## src/design/gurwj_ram.sv

```systemverilog
// ----------------------------------------------------------------------------
// gurwj_ram
// generic single-port synchronous ram, registered read data
// ----------------------------------------------------------------------------
module gurwj_ram #(
  parameter int unsigned WIDTH = 8,
  parameter int unsigned DEPTH = 16
) (
  input  logic                     clk_i,
  input  logic [$clog2(DEPTH)-1:0] addr_i,
  input  logic                     we_i,
  input  logic [WIDTH-1:0]         wdata_i,
  output logic [WIDTH-1:0]         rdata_o
);

  logic [WIDTH-1:0] mem_q [DEPTH];
  logic [WIDTH-1:0] rdata_q;

  always_ff @(posedge clk_i) begin
    if (we_i) begin
      mem_q[addr_i] <= wdata_i;
    end
    rdata_q <= mem_q[addr_i];
  end

  assign rdata_o = rdata_q;

endmodule

```

## config.mk

```make
export PLATFORM = sky130hd
export DESIGN_NAME = gurwj_ram
export DESIGN_NICKNAME = d
export VERILOG_FILES = /design/src/design/gurwj_ram.sv
export SDC_FILE = /design/constraint.sdc
export NUM_CORES = 1
export LEC_CHECK = 0
export ABC_AREA = 1
export BUFFER_PORTS_ARGS = -buffer_cell sky130_fd_sc_hd__buf_2
export CORE_MARGIN = 4
export CORE_UTILIZATION = 35
export DETAILED_ROUTE_END_ITERATION = 16
export PLACE_DENSITY = 0.61
export SYNTH_ARGS = -nofsm -noshare
export SYNTH_HDL_FRONTEND = slang
export SYNTH_SLANG_ARGS = --single-unit
```

## constraint.sdc

```tcl
create_clock -name clk_i -period 1.3 [get_ports clk_i]
set_input_delay 0.065 -clock clk_i [delete_from_list [all_inputs] [get_ports clk_i]]
set_output_delay 0.065 -clock clk_i [all_outputs]
set_load 0.1 [all_outputs]
```

Word level (Yosys, flattened, before mapping)
Memory sizes are Yosys's and may differ from the RTL's. A register that Yosys moved wholly into a read port is not among the register bits.
Cells that the tools add are included.

word-level totals
  register bits after elaboration = 0
  RAM bits = 128
  input bits = 14
  output and inout bits = 8
  word-level logic and storage cells = 3
  memories = 1

memories
  name   words  width  read ports  clocked after Yosys merged registers in  wr ports  line  source
  mem_q  16     8      1           1                                        1         16    logic [WIDTH-1:0] mem_q [DEPTH];

operators by class
  mux-type cells = 2

operator list
  operator  count
  $mux W1   2

Logic depth before layout (Yosys ltp)
Gate-level depths: netlist of run 1.

  depth after elaboration = 2
  mapped depth = 11
  depth with buffers taken out = 9

Least setup slack after synthesis of run 1
Ideal clock, no wire load.

  path kind = input to register
  start point = in addr_i[1]
  end point = mem mem_q[3][0] (enable)
  setup time = 0.370 ns
  arrival time = 1.072 ns
  required time = 0.930 ns
  setup slack = -0.142 ns
  stages on the path = 4
  buffers on the path = 2
  cells stage by stage = buf_2 clkbuf_1 nand3_1 nor2_1

RTL lines
  item             line  source
  start, declared  10    input logic [$clog2(DEPTH)-1:0] addr_i,
  end, declared    16

Straight into the memory's write port.

Final worst setup path of run 1
  start point = reg rdata_q[1] (netlist: rdata_o[1]), read port of mem_q
  end point = out rdata_o[1]

RTL lines
  item             line  source
  start, declared  17    logic [WIDTH-1:0] rdata_q;
  end, declared    13    output logic [WIDTH-1:0] rdata_o

No word-level cell between the ends.

==> results of run 1 <==
==> logic make-up (layout without fill, tap and decap cells) <==
group | after synthesis | after routing | synth area share
buf+inv | 44 | 107 | 0.0362
flops | 136 | 136 | 0.716
simple gates | 368 | 368 | 0.248
==> registers in the layout, summed over array words and instances (netlist names) <==
signal,cells
mem_q,128
rdata_o,8
==> area by class of cell <==
cell class                      count  share of cell area
Sequential cell                   136               0.585
Multi-Input combinational cell    368               0.206
Clock buffer                       18              0.0627
Timing Repair Buffer               52              0.0622
Tap cell                          211              0.0386
Clock inverter                     14              0.0333
Inverter                           23              0.0126
==> cell usage after synthesis (all sizes together) <==
| master | number |
|---|---|
| nand2 | 346 |
| edfxtp | 128 |
| inv | 22 |
| buf | 18 |
| nor2 | 18 |
| dfxtp | 8 |
| nand3 | 4 |
| clkbuf | 3 |
| clkinv | 1 |
==> power by group <==
part	internal, mW	switching [mW]	leakage [nW]	total, mW
clock network	3.57	1.75	0.311	5.32
registers	4.90	0.0255	1.22	4.93
logic	0.196	0.641	1.39	0.837
==> worst max-delay path by stage <==
stage,start,to,cells after the start
2_1_floorplan,addr_i[1],mem_q[5][0]$_DFFE_PP_,5
3_3_place_gp,addr_i[0],mem_q[7][6]$_DFFE_PP_,5
3_5_place_dp,addr_i[0],mem_q[7][2]$_DFFE_PP_,5
4_1_cts,rdata_o[1]$_DFF_P_,rdata_o[1],1
5_1_grt,rdata_o[3]$_DFF_P_,rdata_o[3],1
6_report,rdata_o[1]$_DFF_P_,rdata_o[1],1
==> through the flow <==
step	total power [mW]	util	TNS [ns]	instance area [sq um]
after global placement	5.85	0.401	-1.48	6190
after CTS	11.2	0.444	0	6840
after detailed placement	5.86	0.401	-1.23	6190
after global routing	11.5	0.444	0	6840
final	11.1	0.444	0	6840
after floorplan	5.57	-	-8.65	5610
==> routing by layer <==
metal,GRT usage,routed length (microns),vias up,part of all wire
li1,-,-,1848,-
met1,0.196,5800,1746,0.47
met2,0.224,5710,89,0.46
met3,0.0281,489,23,0.040
met4,0.0741,314,0,0.026
met5,0,0,-,0
==> results.toml, run 1 <==
[status]
status = "complete, no violations"

[clock_network]
holdBufCountCts = 0
tritoncts_num_sinks = 136
cts_made_buffers = 17
cts_resized = 0
cts_tree = "done"
cts-htree-levels = 4
clk_pin_slew_ns = 0.06
cts-root-buf = "clkbuf_16"
clock_latency_ns = 0.42
post_cts_buffers = 0
clk_path_buf_depth = 2

[timing]
finalHoldViolCount = 0
holdWs_ns = 0.0742
skew_ns = 0.00512
maxSlewHeadroom = 0.668
worst_slew_pin_slew_ns = 0.501
fmax_mhz = 819
timing.final.crit_period_ns = 1.22
fin_ws_ns = 0.0783
period_share = 0.940
setup_violations = 0
slew_violations = 0
rsz0062_at_grt = "false"

[route]
drtPass1Iterations = 5
vias_per_cell = 4.51
drt-total-wl_microns = 12300
drtAntennaViolNets = 0
drt_first_iter_violations = 212
drc = 0
avgRoutedWirePerCell_microns = 15.0
vias = 3706

[min_path]
hp-class = "in -> reg"
min_path_cells = 1
min-delay-start = "wdata_i[7]"
whs_endpoint = "mem_q[12][7]$_DFFE_PP_"

[synthesis]
synthCells = 548
syn_nets = 562
yosysTopAreaCellShare = 0.687
synthTopCellsByArea = "edfxtp_1 69%, nand2_1 23%, dfxtp_1 2.9%"
syn_area_sq_um = 5590
synth_top_area_cell = "edfxtp_1"
post_synth.cell_area_avg_sq_um = 10.2
seq_area_frac_synth = 0.716
ys_warn_count = 0
synth_seq_cells = 136
ys_types = 11

[critical_path]
critical-path-max-stage-delay_ns = 0.43
cp.arrival_ns = 1.16
path_delay_family = "buffers and inverters"
worstReg2RegStart = "mem_q[7][0]$_DFFE_PP_"
critPathLaunchType = "flip-flop"
rr_endpoint = "rdata_o[0]$_DFF_P_"
cp-end-kind = "primary output"
critical_path.slowest_cell = "buf_2"
regToRegSetupSlack_ns = 0.27
cp.required_ns = 1.24
cp_num_buf_inv = 1
rr_worst_depth = 8
critical_path.cell_chain = "buf_2"
cp_max_fo = 1
worstSetupPathType = "reg -> out"

[power_and_ir_drop]
ir_drop_mv = 0.853
p_leak_nw = 2.92
power.density_nw_per_um2 = 1620

[final_layout]
seqCellArea_sq_um = 4000
multi_input_area_sq_um = 1410
area_growth_pct = 22.3
fin_cells = 822
num-fill-cells = 1441
drive_above_1_share = 0.144
final_cell_mix = "346 x nand2_1, 128 x edfxtp_1, 24 x buf_4, 21 x inv_1, 21 x buf_2"
final_common_cell = "nand2_1"
nets = 612
antenna_cells = 0

[grt]
grt-ovfl-total = 0
track_usage = 0.145
grt_max_degree = 45
antenna_found_initial = 0
grt_pass1_wl_microns = 19700
grt_pass1_vias = 3694

[die]
core_sq_um = 15400
dieArea_sq_um = 18100
row_count = 45
ios = 22
initial_core_util = 0.363
fp.dieH_microns = 134
die_w_microns = 134

[run]
max_cap_violations = 0

[placed_design]
hpwl_microns = 8100
dp_worst_setup_slack_ns = -0.0461
portBuffers = 21
dp_cells = 790
place_congestion = 0.877
(Power assumes the default switching activity.)
==> run 2: changes to the inputs <==
CELL_PAD_IN_SITES_DETAIL_PLACEMENT = 0   (was default)
CELL_PAD_IN_SITES_GLOBAL_PLACEMENT = 1   (was default)
CTS_BUF_LIST = sky130_fd_sc_hd__clkbuf_8   (was default)
PLACE_DENSITY = 0.71   (was 0.61)
RECOVER_POWER = 25   (was default)
==> run 2 against run 1 <==
Against the previous run: register-to-register slack worse by 0.02 ns; sequential cell count stayed put; first-iteration DRC count is 17% higher; sequential power hardly changed; via count is 1.1% lower; total power is 15% lower; combinational power is 0.6% higher; cell count is 0.24% lower; critical path type unchanged.
==> results.toml, run 2 (synthesized netlist as in run 1, its figures left out) <==
[critical_path]
cp.arrival_ns = 1.17
critical-path-max-stage-delay_ns = 0.42
critical_path.cell_chain = "buf_2"
critPathLaunchType = "flip-flop"
cp-end-kind = "primary output"
worstSetupPathType = "reg -> out"
cp_max_fo = 1
cp.required_ns = 1.24
path_delay_family = "buffers and inverters"
cp_num_buf_inv = 1
critical_path.slowest_cell = "buf_2"

[power_and_ir_drop]
p_leak_nw = 2.81
combPwrFrac = 0.089
sw_frac_of_total = 0.237
power.density_nw_per_um2 = 1420
internal_power_mw = 7.21
seqPwrFrac = 0.521
p_switching_mw = 2.23
ir_drop_mv = 0.870
clkPwrFrac = 0.390

[grt]
track_usage = 0.145
antenna_found_initial = 0
grt_pass1_wl_microns = 19400
grt_pass1_vias = 3579
grt_max_degree = 33
grt-ovfl-total = 0

[timing]
timing.setup.tns_ns = 0
fmax_mhz = 809
finalHoldViolCount = 0
fin_ws_ns = 0.0643
timing.final.crit_period_ns = 1.24
rsz0062_at_grt = "false"
skew_ns = 0.0100
period_share = 0.951
maxSlewHeadroom = 0.413
worst_slew_pin_slew_ns = 0.881
setup_violations = 0
slew_violations = 0
holdWs_ns = 0.0795

[final_layout]
regMostFlops = "mem_q"
final_area_sq_um = 6640
final_common_cell = "nand2_1"
largest_reg_flops = 128
num-fill-cells = 1515
area_growth_pct = 18.6
antenna_cells = 0
drive_above_1_share = 0.138
nets = 610
final_cell_mix = "346 x nand2_1, 128 x edfxtp_1, 22 x inv_1, 19 x buf_4, 18 x clkbuf_8"

[route]
vias_per_cell = 4.47
drtPass1Iterations = 7
drt-total-wl_microns = 12400
avgRoutedWirePerCell_microns = 15.2
drtAntennaViolNets = 0
drc = 0
drt_first_iter_violations = 249
vias = 3667

[placed_design]
dpl-instance-area_sq_um = 6210
place_congestion = 0.803
portBuffers = 21
hpwl_microns = 8050
dp_worst_setup_slack_ns = -0.0233

[clock_network]
clk_path_buf_depth = 2
clk_pin_slew_ns = 0.07
cts-root-buf = "clkbuf_8"
cts-htree-levels = 4
tritoncts_num_sinks = 136
cts_made_buffers = 17
cts_tree = "done"
clock_latency_ns = 0.44

[min_path]
hp-class = "in -> reg"

[die]
initial_core_util = 0.363
core_sq_um = 15400
dieArea_sq_um = 18100
die_w_microns = 134
fp.dieH_microns = 134
row_count = 45
ios = 22

[status]
status = "complete, no violations"

[run]
max_cap_violations = 0
-- run 2: cell types whose count changed in the layout (fill, tap and decap cells not counted), sizes merged --
| cell | before | now |
|---|---|---|
| clkbuf | 18 | 25 |
| clkinv | 6 | 7 |
| bufinv | 6 | 4 |
| inv | 23 | 24 |
| buf | 52 | 43 |
-- run 2: routing by layer --
metal  global-route usage  share of wire  routed length [microns]  vias up
met3               0.0386          0.060                      746       14
met4               0.0577          0.015                      187        0
met5                    0              0                        0        -
met1                0.184           0.44                     5430     1742
li1                     -              -                        -     1846
met2                0.237           0.49                     6080       65
-- run 2: power by group through the flow --
stage | clock, mW | sequential, mW | combinational (mW)
finish | 3.69 | 4.92 | 0.842
global route | 3.98 | 4.93 | 0.926
CTS | 3.76 | 4.92 | 0.854
detailed placement | 0 | 5.02 | 0.851
global placement | 0 | 5.02 | 0.844
floorplan | 0 | 5.23 | 0.343
-- run 2: layout make-up --
| type | count | area, sq um | area share |
|---|---|---|---|
| clock buffer | 18 | 248 | 0.0373 |
| clock inverter | 14 | 180 | 0.0272 |
| inverter | 23 | 86.3 | 0.0130 |
| multi-input combinational | 368 | 1410 | 0.212 |
| sequential | 136 | 4000 | 0.603 |
| tap | 211 | 264 | 0.0398 |
| timing repair buffer | 50 | 447 | 0.0673 |
-- run 2: worst paths after layout --
kind	cells after the start	from	slack, ns	to
hold / removal	1	wdata_i[4]	0.08	mem_q[13][4]$_DFFE_PP_
hold reg to reg	8	mem_q[0][5]$_DFFE_PP_	0.70	rdata_o[5]$_DFF_P_
setup / recovery	1	rdata_o[3]$_DFF_P_	0.06	rdata_o[3]
setup reg to reg	8	mem_q[6][4]$_DFFE_PP_	0.25	rdata_o[4]$_DFF_P_
-- run 2: what timing repair did --
| action | CTS | global route |
|---|---|---|
| endpoints found under the hold margin | 0 | 0 |
| hold buffers | 0 | 0 |
| buffers inserted | 0 | 0 |
| gates resized for setup | 0 | 2 |
| setup endpoints to repair | 0 | 2 |
-- run 2: per-stage QoR --
stage               power, mW  instances  utilization
global route             9.84        820        0.430
global placement         5.86        788        0.402
CTS                      9.54        820        0.430
floorplan                5.57        548            -
detailed placement       5.87        788        0.402
finish                   9.45        820        0.430
==> run 3: changes to the inputs <==
CORE_MARGIN = 2   (was 4)
CTS_CLUSTER_DIAMETER = 80   (was default)
==> run 3 against run 2 <==
Against the previous run: core utilization is 1.2 points lower; first-iteration DRC count rose by 11%; design area is 0.58% lower; clock skew up 0.0029 ns; combinational power about the same; hold slack improved by 0.016 ns; total power down 2.6%; critical endpoint is now rdata_o[0]; largest cell class unchanged; largest power group unchanged.
==> results.toml, run 3 (synthesized netlist as in run 1, its figures left out) <==
[status]
status = "complete, no violations"

[route]
vias_per_cell = 4.48
drc = 0
drt_first_iter_violations = 277
drtPass1Iterations = 4
vias = 3679
avgRoutedWirePerCell_microns = 15.7
drt-total-wl_microns = 12900
drtAntennaViolNets = 0

[final_layout]
final_cell_mix = "346 x nand2_1, 128 x edfxtp_1, 21 x inv_1, 17 x clkbuf_8, 16 x buf_4"
nets = 607
num-fill-cells = 1542
final_common_cell = "nand2_1"
regMostFlops = "mem_q"
area_growth_pct = 17.9
antenna_cells = 0
largest_reg_flops = 128
drive_above_1_share = 0.130
utilization = 0.418
final_area_sq_um = 6600

[grt]
grt_pass1_wl_microns = 20300
antenna_found_initial = 0
grt-ovfl-total = 0
grt_pass1_vias = 3743
track_usage = 0.166
grt_max_degree = 33

[placed_design]
hpwl_microns = 8210
place_congestion = 0.793
dpl-instance-area_sq_um = 6200
portBuffers = 21

[clock_network]
cts_made_buffers = 17
tritoncts_num_sinks = 136
clock_latency_ns = 0.44
clk_path_buf_depth = 2
cts-root-buf = "clkbuf_8"
cts_tree = "done"
cts-htree-levels = 4
clk_pin_slew_ns = 0.08
holdBufCountCts = 0

[timing]
worst_slew_pin_slew_ns = 0.903
timing.final.crit_period_ns = 1.24
maxSlewHeadroom = 0.398
fmax_mhz = 807
skew_ns = 0.0129
timing.setup.tns_ns = 0
setup_violations = 0
finalHoldViolCount = 0
holdWs_ns = 0.0959
period_share = 0.953
slew_violations = 0

[die]
initial_core_util = 0.355
row_count = 46
ios = 22
fp.dieH_microns = 130
dieArea_sq_um = 17000
core_sq_um = 15800
die_w_microns = 130

[min_path]
min-delay-start = "wdata_i[4]"
hp-class = "in -> reg"

[power_and_ir_drop]
combPwrFrac = 0.091
internal_power_mw = 6.95
power.density_nw_per_um2 = 1400
p_switching_mw = 2.26
sw_frac_of_total = 0.245
ir_drop_mv = 0.706
p_leak_nw = 2.77
clkPwrFrac = 0.374
seqPwrFrac = 0.535

[critical_path]
cp_num_buf_inv = 1
cp-end-kind = "primary output"
worstReg2RegStart = "mem_q[15][5]$_DFFE_PP_"
worstSetupPathType = "reg -> out"
critical-path-max-stage-delay_ns = 0.42
critPathLaunchType = "flip-flop"
critical_path.slowest_cell = "buf_2"
crit_path_start = "rdata_o[0]$_DFF_P_"
cp.arrival_ns = 1.17
path_delay_family = "buffers and inverters"
critical_path.cell_chain = "buf_2"
cp.required_ns = 1.24
cp_max_fo = 1

[run]
max_cap_violations = 0
==> run 3: worst paths after layout <==
kind	cells after the start	to	slack, ns
worst max-delay path	1	rdata_o[0]	0.06
worst min-delay path	1	mem_q[1][4]$_DFFE_PP_	0.1
worst max register to register	8	rdata_o[5]$_DFF_P_	0.29
worst min register to register	8	rdata_o[7]$_DFF_P_	0.71
==> run 3: stage by stage <==
step / setup slack (ns) / std cells / power [mW]
5_1_grt: -0.000856 / 822 / 9.54
3_3_place_gp: 0.0262 / 790 / 5.87
4_1_cts: 0.00543 / 822 / 9.31
6_report: 0.0616 / 822 / 9.21
2_1_floorplan: -0.0886 / 548 / 5.57
3_5_place_dp: 0.0198 / 790 / 5.87
==> run 3: power by group through the flow <==
| stage | clock network [mW] | logic (mW) | registers [mW] |
|---|---|---|---|
| 2_1_floorplan | 0 | 0.343 | 5.23 |
| 3_3_place_gp | 0 | 0.850 | 5.02 |
| 3_5_place_dp | 0 | 0.850 | 5.02 |
| 4_1_cts | 3.52 | 0.857 | 4.93 |
| 5_1_grt | 3.68 | 0.929 | 4.93 |
| 6_report | 3.44 | 0.841 | 4.93 |
==> run 3: area by class of cell <==
class | instances | area (sq um) | share of cell area
clock inverters | 15 | 160 | 0.0243
well taps | 216 | 270 | 0.0410
clock buffers | 17 | 234 | 0.0355
repair buffers | 47 | 435 | 0.0660
flip-flops and latches | 136 | 4000 | 0.607
inverters | 23 | 86.3 | 0.0131
multi-input cells | 368 | 1410 | 0.213
==> run 3: layer usage <==
layer	vias up	GRT usage	wire length, microns
li1	1837	-	-
met1	1748	0.208	5750
met2	75	0.281	6340
met3	19	0.0432	572
met4	0	0.0544	235
met5	-	0	0
==> run 3: what timing repair did <==
item	CTS	global route
buffers inserted	0	0
setup endpoints to repair	1	1
gates resized for setup	1	1
gates cloned	0	0
pin swaps	0	0
